### config.mk
export PLATFORM = sky130hd
export DESIGN_NAME = signed_int_to_decimal_ascii
export DESIGN_NICKNAME = d
export VERILOG_FILES = /design/src/sv/sitda_pkg.sv /design/src/sv/sitda_dd_stage.sv /design/src/sv/sitda_serializer.sv /design/src/sv/signed_int_to_decimal_ascii.sv
export SDC_FILE = /design/constraint.sdc
export NUM_CORES = 1
export LEC_CHECK = 0
export ABC_AREA = 1
export BUFFER_PORTS_ARGS = -buffer_cell sky130_fd_sc_hd__buf_4
export CAP_MARGIN = 20
export CORE_ASPECT_RATIO = 2
export CORE_MARGIN = 2
export CORE_UTILIZATION = 55
export DETAILED_ROUTE_END_ITERATION = 7
export GPL_TIMING_DRIVEN = 0
export HOLD_SLACK_MARGIN = 0.08
export PLACE_DENSITY = 0.81
export REMOVE_ABC_BUFFERS = 1
export SYNTH_ARGS = -nofsm -noshare
export SYNTH_HDL_FRONTEND = slang
export SYNTH_SLANG_ARGS = --single-unit
### constraint.sdc
create_clock -name clk_i -period 8.4 [get_ports clk_i]
set_clock_uncertainty 0.1 [all_clocks]
set_input_delay 1.26 -clock clk_i [delete_from_list [all_inputs] [get_ports clk_i]]
set_output_delay 1.26 -clock clk_i [all_outputs]
set_load 0.03 [all_outputs]
### src/sv/sitda_pkg.sv
// Shared types, constants and the double-dabble step for the integer-to-decimal converter.
package sitda_pkg;

  localparam int unsigned ValueW        = 32;
  localparam int unsigned DigitW        = 4;
  localparam int unsigned NumDigits     = 10;
  localparam int unsigned BcdW          = NumDigits * DigitW;
  localparam int unsigned CharW         = 8;
  localparam int unsigned PosW          = $clog2(NumDigits);
  localparam int unsigned StepsPerStage = 8;
  localparam int unsigned NumDdStages   = ValueW / StepsPerStage;

  localparam logic [CharW-1:0] AsciiZero  = 8'd48;
  localparam logic [CharW-1:0] AsciiMinus = 8'd45;

  // One item in flight: sign, BCD accumulator and the magnitude bits still to shift in.
  typedef struct packed {
    logic              neg;
    logic [BcdW-1:0]   bcd;
    logic [ValueW-1:0] bin;
  } pipe_t;

  // One shift-and-add-3 step of the binary-to-BCD conversion.
  function automatic pipe_t dd_step(input pipe_t cur);
    pipe_t           nxt;
    logic [BcdW-1:0] adj;
    nxt = cur;
    adj = cur.bcd;
    for (int d = 0; d < NumDigits; d++) begin
      if (cur.bcd[d*DigitW +: DigitW] >= 4'd5) begin
        adj[d*DigitW +: DigitW] = cur.bcd[d*DigitW +: DigitW] + 4'd3;
      end
    end
    nxt.bcd = {adj[BcdW-2:0], cur.bin[ValueW-1]};
    nxt.bin = {cur.bin[ValueW-2:0], 1'b0};
    return nxt;
  endfunction

endpackage

### src/sv/sitda_dd_stage.sv
// One registered pipeline stage that runs a group of double-dabble steps.
module sitda_dd_stage (
  input  logic           clk_i,
  input  logic           rst_ni,
  input  logic           in_valid_i,
  output logic           in_ready_o,
  input  sitda_pkg::pipe_t in_data_i,
  output logic           out_valid_o,
  input  logic           out_ready_i,
  output sitda_pkg::pipe_t out_data_o
);
  import sitda_pkg::*;

  logic  valid_q, valid_d;
  pipe_t data_q, data_d;
  pipe_t work;

  // Chain of shift-and-add-3 steps for this stage.
  always_comb begin
    work = in_data_i;
    for (int s = 0; s < StepsPerStage; s++) begin
      work = dd_step(work);
    end
  end

  // The stage takes a new transaction when empty or when its content moves on.
  assign in_ready_o = !valid_q || out_ready_i;

  always_comb begin
    valid_d = valid_q;
    data_d  = data_q;
    if (in_ready_o) begin
      valid_d = in_valid_i;
      if (in_valid_i) begin
        data_d = work;
      end
    end
  end

  // Valid bit is control state; the payload register needs no reset.
  always_ff @(posedge clk_i or negedge rst_ni) begin
    if (!rst_ni) begin
      valid_q <= 1'b0;
    end else begin
      valid_q <= valid_d;
    end
  end

  always_ff @(posedge clk_i) begin
    data_q <= data_d;
  end

  assign out_valid_o = valid_q;
  assign out_data_o  = data_q;

endmodule

### src/sv/sitda_serializer.sv
// Output stage that sends the sign and the significant BCD digits one character at a time.
module sitda_serializer (
  input  logic                          clk_i,
  input  logic                          rst_ni,
  input  logic                          in_valid_i,
  output logic                          in_ready_o,
  input  sitda_pkg::pipe_t              in_data_i,
  output logic                          m_axis_tvalid_o,
  input  logic                          m_axis_tready_i,
  output logic [sitda_pkg::CharW-1:0]   m_axis_tdata_o,
  output logic                          m_axis_tlast_o
);
  import sitda_pkg::*;

  logic              busy_q, busy_d;
  logic              neg_q, neg_d;
  logic [PosW-1:0]   pos_q, pos_d;
  logic [BcdW-1:0]   bcd_q, bcd_d;
  logic [PosW-1:0]   top_digit;
  logic [DigitW-1:0] cur_digit;
  logic              out_fire;
  logic              load;

  // Highest nonzero digit of the incoming value; zero leaves a single digit.
  always_comb begin
    top_digit = '0;
    for (int d = 0; d < NumDigits; d++) begin
      if (in_data_i.bcd[d*DigitW +: DigitW] != '0) begin
        top_digit = PosW'(d);
      end
    end
  end

  // Character presented from the held digits.
  assign cur_digit       = bcd_q[DigitW*pos_q +: DigitW];
  assign m_axis_tvalid_o = busy_q;
  assign m_axis_tdata_o  = neg_q ? AsciiMinus : (AsciiZero + {{(CharW-DigitW){1'b0}}, cur_digit});
  assign m_axis_tlast_o  = !neg_q && (pos_q == '0);

  assign out_fire   = m_axis_tvalid_o && m_axis_tready_i;
  assign in_ready_o = !busy_q || (out_fire && m_axis_tlast_o);
  assign load       = in_valid_i && in_ready_o;

  // Walk from the sign through the digits down to the units digit.
  always_comb begin
    busy_d = busy_q;
    neg_d  = neg_q;
    pos_d  = pos_q;
    bcd_d  = bcd_q;
    if (out_fire) begin
      if (neg_q) begin
        neg_d = 1'b0;
      end else if (pos_q == '0) begin
        busy_d = 1'b0;
      end else begin
        pos_d = pos_q - 1'b1;
      end
    end
    if (load) begin
      busy_d = 1'b1;
      neg_d  = in_data_i.neg;
      pos_d  = top_digit;
      bcd_d  = in_data_i.bcd;
    end
  end

  always_ff @(posedge clk_i or negedge rst_ni) begin
    if (!rst_ni) begin
      busy_q <= 1'b0;
      neg_q  <= 1'b0;
      pos_q  <= '0;
    end else begin
      busy_q <= busy_d;
      neg_q  <= neg_d;
      pos_q  <= pos_d;
    end
  end

  always_ff @(posedge clk_i) begin
    bcd_q <= bcd_d;
  end

  // The digit position never leaves the ten-digit window.
  a_pos_range: assert property (@(posedge clk_i) disable iff (!rst_ni)
    pos_q < PosW'(NumDigits))
    else $error("digit position out of range");

  // A pending sign only exists while a run is being sent.
  a_neg_busy: assert property (@(posedge clk_i) disable iff (!rst_ni)
    neg_q |-> busy_q)
    else $error("sign pending without an active run");

  // A run does not end before its flagged last character.
  a_run_continues: assert property (@(posedge clk_i) disable iff (!rst_ni)
    (out_fire && !m_axis_tlast_o) |=> busy_q)
    else $error("run ended before its last character");

  // Digit characters stay within '0' to '9'.
  a_digit_ascii: assert property (@(posedge clk_i) disable iff (!rst_ni)
    (busy_q && !neg_q) |-> (cur_digit <= 4'd9))
    else $error("held digit is not decimal");

endmodule

### src/sv/signed_int_to_decimal_ascii.sv
// Top level of the signed 32-bit integer to decimal ASCII text converter.
// Each input transaction carries one signed 32-bit value; the block answers with
// its decimal text, most significant character first, one character per output
// transaction, with tlast on the final character. Negative values start with '-',
// leading zeros are dropped and zero gives a single '0', so a run is 1 to 11
// characters long. The value passes a sign/magnitude stage and four double-dabble
// stages of eight steps each, then enters the character serializer. The serializer
// sends one character per cycle while m_axis_tready_i is high and takes the next
// value in the cycle of the current run's last character; the pipeline stages in
// front keep up to five further values in flight. Nothing is kept between values.
module signed_int_to_decimal_ascii (
  input  logic                               clk_i,
  input  logic                               rst_ni,
  input  logic                               s_axis_tvalid_i,
  output logic                               s_axis_tready_o,
  input  logic signed [sitda_pkg::ValueW-1:0] s_axis_tdata_i,  // [31:0] value
  output logic                               m_axis_tvalid_o,
  input  logic                               m_axis_tready_i,
  output logic [sitda_pkg::CharW-1:0]        m_axis_tdata_o,   // [7:0] character
  output logic                               m_axis_tlast_o    // last
);
  import sitda_pkg::*;

  logic  s0_valid_q, s0_valid_d;
  pipe_t s0_data_q, s0_data_d;
  logic  [ValueW-1:0] raw;

  logic  dd_valid [NumDdStages+1];
  logic  dd_ready [NumDdStages+1];
  pipe_t dd_data  [NumDdStages+1];

  // Sign and magnitude stage; the magnitude is unsigned so the most negative value works.
  assign raw             = ValueW'(s_axis_tdata_i);
  assign s_axis_tready_o = !s0_valid_q || dd_ready[0];

  always_comb begin
    s0_valid_d = s0_valid_q;
    s0_data_d  = s0_data_q;
    if (s_axis_tready_o) begin
      s0_valid_d = s_axis_tvalid_i;
      if (s_axis_tvalid_i) begin
        s0_data_d.neg = raw[ValueW-1];
        s0_data_d.bcd = '0;
        s0_data_d.bin = raw[ValueW-1] ? (~raw + 1'b1) : raw;
      end
    end
  end

  always_ff @(posedge clk_i or negedge rst_ni) begin
    if (!rst_ni) begin
      s0_valid_q <= 1'b0;
    end else begin
      s0_valid_q <= s0_valid_d;
    end
  end

  always_ff @(posedge clk_i) begin
    s0_data_q <= s0_data_d;
  end

  assign dd_valid[0] = s0_valid_q;
  assign dd_data[0]  = s0_data_q;

  // Binary-to-BCD conversion pipeline.
  for (genvar g = 0; g < NumDdStages; g++) begin : g_dd
    sitda_dd_stage u_dd (
      .clk_i       (clk_i),
      .rst_ni      (rst_ni),
      .in_valid_i  (dd_valid[g]),
      .in_ready_o  (dd_ready[g]),
      .in_data_i   (dd_data[g]),
      .out_valid_o (dd_valid[g+1]),
      .out_ready_i (dd_ready[g+1]),
      .out_data_o  (dd_data[g+1])
    );
  end

  // Character output.
  sitda_serializer u_ser (
    .clk_i           (clk_i),
    .rst_ni          (rst_ni),
    .in_valid_i      (dd_valid[NumDdStages]),
    .in_ready_o      (dd_ready[NumDdStages]),
    .in_data_i       (dd_data[NumDdStages]),
    .m_axis_tvalid_o (m_axis_tvalid_o),
    .m_axis_tready_i (m_axis_tready_i),
    .m_axis_tdata_o  (m_axis_tdata_o),
    .m_axis_tlast_o  (m_axis_tlast_o)
  );

endmodule
# Yosys cells after proc, flatten, opt, wreduce, memory -nomap -nowiden
# Cells that the tools add are included.
# totals
reg_bits	284
out_inout_bits	11
# op_classes
reduce_logical	36
muxes	286
eq_ne	2
shift	1
n_addsub	268
n_lt_le_gt_ge	265
n_bitwise	1
# ops
op	count
$ge 4x3->1 const B	255
$mux 4	254
$add 4x2->4 const B	234
$mux 3	22
$add 3x2->3 const B	21
$shiftx 40x7->4	1
$reduce_bool 4->1	9
$add 32x1->32 const B	1
$not 32->32	1
$mux 31	1
$add 1x2->3 const B	9
$ge 1x3->1 const B	9
$reduce_and 2->1	5
$mux 1	8
$mux 8	1
$add 6x4->7 const A	1
$logic_not 1->1	7
$logic_or 1x1->1	6
$reduce_and 3->1	2
$logic_and 1x1->1	4
$logic_not 4->1	1
$reduce_bool 2->1	2
$sub 4x1->4 const B	1
$add 1x2->3 const AB	1
other kinds (3)	3

# Longest topological paths before layout
# Gate-level depths: netlist of run 1.
# logic_depth
word_depth	16
depth_mapped	48
ltp_nobuf	48

# Hierarchy
# From an unflattened synthesis of run 1, not the netlist that was laid out.
# hier_totals
hier_cells	7010
area_unflattened_um2	44714.1
# modules_own_cells
mod	area_per_inst_um2	n_inst	cells_per_inst	seq_area_each_um2
sitda_dd_stage	10107.2	4	1633	1976.9
sitda_serializer	2217.1	1	215	1351.3
signed_int_to_decimal_ascii	2068.2	1	263	1016.0

# Worst setup path after synthesis of run 1
# OpenSTA, ideal clock, no wires.
# synth_timing
path_kind	reg2reg
from	register g_dd[2].u_dd.data_q, in the netlist g_dd[2].u_dd.out_data_o[36]
to	register g_dd[3].u_dd.data_q, in the netlist g_dd[3].u_dd.out_data_o[37], data pin
slack_ns	2.978
arrival_time_ns	5.070
setup_ns	0.252
period_less_slack_ns	5.422
t_required_ns	8.048
n_path_buf	0
path_stages_with_launch	42
path_cell_list	edfxtp_1 -> inv_1 -> ha_1 -> inv_1 -> nand2_1 -> nand3_1 -> nand2_2 -> nand2_4 -> ha_1 -> nand2_1 -> nand4_1 -> and2_2 -> ha_1 -> nand3_1 -> nand4_1 -> and2_2 -> ha_1 -> nand3_1 -> [6 not listed] -> nand3_1 -> and2_1 -> ha_1 -> nand3_1 -> nand2_1 -> inv_1 -> nand3_1 -> nand2_1 -> inv_1 -> ha_1 -> nand3_1 -> nand3_2 -> nand2_1 -> nand3_2 -> nand2_2 -> nand2_1 -> nand2_1 -> nand2_1
# synth_lines
item	line_no	text
from (decl)	sitda_dd_stage.sv:15	pipe_t data_q, data_d;
from (signal assigned)	sitda_dd_stage.sv:50	data_q <= data_d;
to (signal assigned)	sitda_dd_stage.sv:50	
to (decl)	sitda_dd_stage.sv:15	

==> reports/metrics.yaml, run 1 <==
finish:
  fill_cells: 3989
  syn2layout_area_growth_pct: 7.52
  nNetsFinal: 3717
  drive_gt1_share_pct: 14.3
  antennaDiodeCount: 0
global_routing:
  grt_pass1_vias: 21100
  grt_pass1_wl_um: 84400
  grt_start_max_net_pins: 42
  grt_usage_pct: 21.5
  antenna_found_initial: 0
  grt_overflow: 0
synthesis:
  yosysWarnings: 0
  yosys.area.top_type: "edfxtp_1"
  synthTopCellsByArea: "edfxtp_1 28%, nand2_1 18%, inv_1 8.7%"
  synthArstFlopShare_pct: 4.62
  synth_common_cells: "1,156 x nand2_1, 564 x inv_1, 362 x nand3_1"
  synth.distinct_cells: 57
  synth_edf_count: 227
  synth_top_area_share_pct: 28.1
  syn_avg_cell_area_um2: 6.98
  synth_seq_cells: 238
  synthFlopType: "edfxtp_1"
  syn_area_mm2: 0.0242
  syn-instance-count: 3472
  synth.most_common_cell: "nand2_1"
  ys_seq_area_share_pct: 29.2
clock_network:
  path_clk_slew_ns: 0.07
  cts-resized-gates: 0
  cts_tree: "built"
  insertion_delay_ns: 0.55
  cts_buffers: 23
  clkSinkCount: 238
  clockBufferDepth: 3
  postCtsSetupRepairBufs: 0
  ctsHoldBuffers: 0
  htreeDepth: 1
  clock_tree.root_cell: "clkbuf_16"
drt:
  wl_met2_um: 30200
  post_drt_wl_per_cell_um: 12.0
  first_pass_iters: 5
  ant_nets: 0
  drc: 0
  routed-via-count: 21700
  wl_met3_um: 795
  finalWirelength_um: 49100
  dr.max_layer_used: "met4"
  wl_met1_um: 15600
  via_per_inst: 5.30
  initialDrtViolationCount: 615
job:
  max_cap_viol_count: 0
floorplan:
  dieArea_mm2: 0.0459
  rows: 108
  die_width_um: 152
  start_util_pct: 55.7
  io_pins: 47
  die_height_um: 301
  fp.coreArea_mm2: 0.0435
sta:
  fin_crit_ns: 6.04
  maxSlewHeadroom_pct: 40.9
  setup_viol: 0
  finalSetupTns_ns: 0
  slew_viol_final: 0
  fmax_mhz: 165
  max_slew.worst_pin.slew_ns: 0.887
  rsz0062_at_grt: "false"
  hold_violations: 0
  period_share_pct: 71.9
worst_setup_path:
  critPathBufInv: 5
  critPathSlowestCell: "edfxtp_1"
  max_stage_delay_ns: 0.51
  cp_max_fo: 5
  critPathMostFrequentCell: "nand2_1"
  critPathKind: "flop to flop"
  cp_top_family: "simple AND/OR/NAND/NOR gates"
  r2r_slack_ns: 2.36
  cp_data_required_time_ns: 8.60
  start_kind: "flop"
  cp.arrival_ns: 6.24
  endpoint_kind: "flop"
placement:
  gp_congestion: 0.857
  io_buffers: 43
  hpwl_um: 41400
outcome:
  status: "finished, final reports clean"
min_path:
  hold_class: "flop to flop"
## cell families (layout without fill, tap and decap cells)
kind of cell,after synthesis,count (layout),synth area share (%)
compound gates,249,249,6.70
xor+xnor,105,105,4.46
fa+ha+maj,147,147,7.59
buf+inv,601,678,9.35
flops,238,238,29.2
other cells,2,3,0.0310
simple gates,2130,2130,42.6
## routing by layer
layer	GRT usage (%)	vias up
li1	-	11500
met1	16.5	9887
met2	49.7	243
met3	1.38	131
met4	10.6	0
met5	0	-
## stage by stage
step	hold slack (ns)	instance area, µm²	worst slack [ns]	instances	utilization [%]
6_report	0.318	26100	2.36	4100	59.9
5_1_grt	0.326	26100	1.68	4100	59.9
4_1_cts	0.313	26100	2.33	4100	59.9
3_5_place_dp	0.305	25300	2.37	4059	58.2
3_3_place_gp	0.301	25200	2.39	4054	57.9
2_1_floorplan	0.300	24200	2.98	3461	-
## final timing paths
kind	start	to	cells past startpoint
max	g_dd[2].u_dd.out_data_o[36]	g_dd[3].u_dd.out_data_o[37]	41
min	g_dd[0].u_dd.out_data_o[10]	g_dd[1].u_dd.out_data_o[18]	0
max reg2reg	g_dd[2].u_dd.out_data_o[36]	g_dd[3].u_dd.out_data_o[37]	41
min reg2reg	g_dd[0].u_dd.out_data_o[10]	g_dd[1].u_dd.out_data_o[18]	0
max in group asynchronous	rst_ni	g_dd[0].u_dd.out_valid_o	1
min in group asynchronous	rst_ni	g_dd[3].u_dd.out_valid_o	1
## area by class of cell
class	count	area (µm²)	share of cell area [%]
Tap cell	550	688	2.64
Sequential cell	238	7090	27.2
Clock inverter	14	128	0.490
Timing Repair Buffer	48	438	1.68
Clock buffer	27	601	2.30
Inverter	589	2210	8.48
Multi-Input combinational cell	2634	14900	57.2
## state kept, by name, summed over array words and instances (netlist names)
signal and cells:
g_dd.u_dd.out_data_o 154, u_ser.bcd_q 40, dd_data 33, g_dd.u_dd.out_valid_o 4, u_ser.pos_q 4, s0_valid_q 1, u_ser.m_axis_tvalid_o 1, u_ser.neg_q 1
## cells in the final DEF, fill, tap and decap left out, drive strengths merged, types with 5 or more instances in the layout
cell and n:
a211oi 5, a21o 19, a21oi 40, a31o 7, and2 41, buf 48, clkbuf 27, clkinv 7
dfrtp 11, edfxtp 227, ha 147, inv 592, nand2 1377, nand3 451, nand3b 19, nand4 128
nor2 89, nor3 13, nor4 9, o211ai 7, o21ai 137, o21bai 7, o221ai 6, o22ai 7
xnor2 26, xor2 79
Power of run 1 is left out: the tool's default activity adds up to more than one toggle a clock period on the data nets, which glitch-free logic cannot reach.
==> run 2, diff against run 1 <==
ABC_AREA = 0   (was 1)
clock period = 5.6 ns   (was 8.4 ns; I/O delays follow)
==> reports/metrics.yaml, run 2 <==
outcome:
  status: "did not finish"
  stop_stage: "global routing (5_1_grt)"
  stop_error: "[ERROR GRT-0232] Routing congestion too high. Check the congestion heatmap in the GUI."
clock_network:
  clock_tree.root_cell: "clkbuf_16"
  clkSinkCount: 238
  clockBufferDepth: 3
  cts_buffers: 23
  htreeDepth: 1
floorplan:
  rows: 114
  io_pins: 47
  die_height_um: 317
  die_width_um: 161
  start_util_pct: 55.8
placement:
  io_buffers: 43
  hpwl_um: 44300
  gp_congestion: 0.897
synthesis:
  synth_edf_count: 227
  synthTopCellsByArea: "edfxtp_1 25%, ha_1 6.8%, a21oi_1 4.5%"
  syn_area_mm2: 0.0270
  synth_common_cells: "300 x nand2_1, 274 x nor2_1, 241 x a21oi_1"
  synth_seq_cells: 238
  syn_avg_cell_area_um2: 8.26
  synthArstFlopShare_pct: 4.62
  yosys.area.top_type: "edfxtp_1"
  synth_top_area_share_pct: 25.3
  synthFlopType: "edfxtp_1"
  yosysWarnings: 0
  ys_seq_area_share_pct: 26.3
  synth.distinct_cells: 125
  syn-instance-count: 3266
  synth.most_common_cell: "nand2_1"
sta:
  worstEndpointType: "sequential cell input"
  grt_repair_worst_endpoint: "g_dd[2].u_dd.out_data_o[50]$_DFFE_PP_/D"
global_routing:
  grt_start_max_net_pins: 42
  grt_usage_pct: 76.5
  grt_overflow: 600
## run 2: cell count changes after synthesis, moves of 56 or more
cell      change
nand2_2     -197
nor2_1      +186
nand2b_1     +87
nand4_1     -112
clkbuf_1     +60
inv_1       -365
nand3_2      -80
nor3_1       +56
a21oi_1     +206
xnor2_1      +88
nand3_1     -285
nand2_1     -856
mux2i_1      +89
o21ai_0     +161
## run 2: kinds of logic after synthesis
group	synth area share (%)
compound gates	29.5
xor+xnor	6.05
fa+ha+maj	7.01
buf+inv	4.56
flops	26.3
mux	6.82
other cells	0.0278
simple gates	19.8
## run 2: metal layers
metal	track usage (%)	overflow
met1	70.7	7
met2	90.7	349
met3	66.7	19
met4	85.0	223
met5	37.0	2
## run 2: stage by stage
stage	TNS (ns)	instances	instance area [µm²]	worst slack [ns]	utilization, %
3_5_place_dp	-101.23	3857	27800	-1.98	57.5
3_3_place_gp	-101.62	3851	27700	-2.24	57.2
4_1_cts	-6.23	4334	35400	-0.328	73.2
2_1_floorplan	-35.02	3170	26600	-1.06	-
## run 2: timing repair
action | CTS
hold buffers | 1
pin swaps | 314
gates resized for setup | 787
setup endpoints to repair | 78
hold endpoints to repair | 11
buffers inserted | 439
==> run 3, diff against run 2 <==
CORE_ASPECT_RATIO = not set   (was 2)
CORE_UTILIZATION = 40   (was 55)
HOLD_SLACK_MARGIN = not set   (was 0.08)
PLACE_DENSITY = not set   (was 0.81)
PLACE_DENSITY_LB_ADDON = 0.15   (was not set)
==> reports/metrics.yaml, run 3 <==
outcome:
  status: "finished with violations"
  violations: "setup timing"
worst_setup_path:
  crit_start: "g_dd[0].u_dd.out_data_o[37]"
  rr_worst_depth: 36
  cp_max_fo: 5
  endpoint_kind: "flop"
  max_stage_delay_ns: 0.40
  start_kind: "flop"
  critPathSlowestCell: "edfxtp_1"
  cp.arrival_ns: 6.29
  critPathMostFrequentCell: "ha_4"
  r2r_slack_ns: -0.46
  timing.rr.start: "g_dd[0].u_dd.out_data_o[37]"
  critPathKind: "flop to flop"
  crit_end: "g_dd[1].u_dd.out_data_o[41]"
  rr_endpoint: "g_dd[1].u_dd.out_data_o[41]"
  cp_data_required_time_ns: 5.83
finish:
  fill_cells: 5323
  final_common_cell: "buf_4"
  final_util_pct: 60.0
  drive_gt1_share_pct: 46.3
  nNetsFinal: 4070
  ff_latch_area_mm2: 0.00709
  largest_register_ffs: 154
  multiInputGateArea_mm2: 0.0247
  syn2layout_area_growth_pct: 48.8
  layout_common_cells: "613 x buf_4, 263 x nand2_1, 227 x edfxtp_1"
  antennaDiodeCount: 0
clock_network:
  htreeDepth: 1
  path_clk_slew_ns: 0.07
  insertion_delay_ns: 0.59
  clock_tree.root_cell: "clkbuf_16"
  cts_buffers: 29
  clkSinkCount: 238
  cts_tree: "built"
  clockBufferDepth: 3
floorplan:
  fp.coreArea_mm2: 0.0669
  io_pins: 47
  die_height_um: 264
  rows: 95
  die_width_um: 264
  dieArea_mm2: 0.0695
  start_util_pct: 40.3
synthesis:
  ys_seq_area_share_pct: 26.3
  synthTopCellsByArea: "edfxtp_1 25%, ha_1 6.8%, a21oi_1 4.5%"
  yosys.area.top_type: "edfxtp_1"
  synth.most_common_cell: "nand2_1"
  syn_area_mm2: 0.0270
  yosysWarnings: 0
  synthArstFlopShare_pct: 4.62
  synth_edf_count: 227
  syn_avg_cell_area_um2: 8.26
  synth.distinct_cells: 125
  synth_top_area_share_pct: 25.3
  synth_common_cells: "300 x nand2_1, 274 x nor2_1, 241 x a21oi_1"
  syn-instance-count: 3266
  synthFlopType: "edfxtp_1"
  synth_seq_cells: 238
global_routing:
  grt_overflow: 0
  antenna_found_initial: 0
  grt_usage_pct: 19.4
  grt_start_max_net_pins: 42
  grt_pass1_wl_um: 120000
  grt_pass1_vias: 26400
drt:
  ant_nets: 0
  finalWirelength_um: 76400
  via_per_inst: 5.76
  post_drt_wl_per_cell_um: 16.0
  routed-via-count: 27600
  drc: 0
  initialDrtViolationCount: 1558
  first_pass_iters: 5
sta:
  rsz0062_at_grt: "true"
  setup_ws_ns: -0.458
  maxSlewHeadroom_pct: 39.6
  hold_violations: 0
  period_share_pct: 108
  setup_viol: 68
  max_slew.worst_pin.slew_ns: 0.906
  fmax_mhz: 165
  fin_crit_ns: 6.06
  slew_viol_final: 0
placement:
  gp_congestion: 0.802
  io_buffers: 43
  hpwl_um: 44800
job:
  max_cap_viol_count: 0
min_path:
  hold_class: "flop to flop"
[run 3: cell counts after synthesis]
Identical to the previous run, type by type.
[run 3: worst max-delay path, delay by kind of cell, from the launching register on]
kind,cells,cell delay (ns)
DFF,1,0.40
buffers and inverters,6,0.50
and+or+nand+nor,9,1.58
adders and majority gates,7,1.05
muxes,1,0.29
AOI/OAI and AO/OA,13,1.89
[run 3: routing by layer]
metal	vias to the layer above	GRT usage [%]	routed length, µm
met5	-	0	0
met1	13400	22.9	31800
met2	463	37.7	41000
li1	13500	-	-
met3	152	1.73	1840
met4	0	4.42	1730
[run 3: cell families (layout without fill, tap and decap cells)]
logic type / count (synthesis) / after routing / synth area share [%]
other: 2 / 3 / 0.0278
XOR/XNOR: 163 / 163 / 6.05
multiplexers: 162 / 162 / 6.82
AO/OA/AOI/OAI: 1151 / 1151 / 29.5
adder cells (fa/ha/maj): 152 / 152 / 7.01
buffers and inverters: 314 / 957 / 4.56
flip-flops: 238 / 238 / 26.3
AND/OR/NAND/NOR: 1084 / 1084 / 19.8
[run 3: worst min path at each step]
| stage | startpoint | to | slack, ns | depth (start not counted) |
|---|---|---|---|---|
| 2_1_floorplan | dd_data[294] | g_dd[0].u_dd.out_data_o[10] | 0.30 | 0 |
| 3_3_place_gp | dd_data[308] | g_dd[0].u_dd.out_data_o[24] | 0.30 | 0 |
| 3_5_place_dp | dd_data[305] | g_dd[0].u_dd.out_data_o[21] | 0.30 | 0 |
| 4_1_cts | s_axis_tdata_i[0] | dd_data[292] | 0.30 | 1 |
| 5_1_grt | dd_data[305] | g_dd[0].u_dd.out_data_o[21] | 0.32 | 0 |
| 6_report | dd_data[305] | g_dd[0].u_dd.out_data_o[21] | 0.31 | 0 |
[run 3: stage by stage]
stage          TNS [ns]  worst slack (ns)  instance area, µm²  hold slack [ns]  cells
2_1_floorplan    -35.02             -1.06               26600            0.300   3170
3_3_place_gp     -89.65             -1.74               28000            0.304   4086
3_5_place_dp     -98.06             -1.97               28100            0.305   4091
4_1_cts           -6.40            -0.295               36200            0.305   4584
5_1_grt          -34.25            -0.759               40100            0.316   4783
6_report         -15.57            -0.458               40100            0.310   4783
[run 3: what timing repair did]
action,CTS,global route
buffers inserted,440,206
gates cloned,0,0
hold buffers,1,0
gates resized for setup,872,505
endpoints found under the hold margin,2,0
pin swaps,342,297
setup endpoints to repair,80,79
[run 3: cell type report]
class,instances,share of cell area (%)
Multi-Input combinational cell,2715,61.6
Sequential cell,238,17.7
Timing Repair Buffer,686,13.6
Tap cell,873,2.72
Inverter,217,2.09
Clock buffer,37,1.93
Clock inverter,17,0.340
Power of run 3 is left out for the same reason.
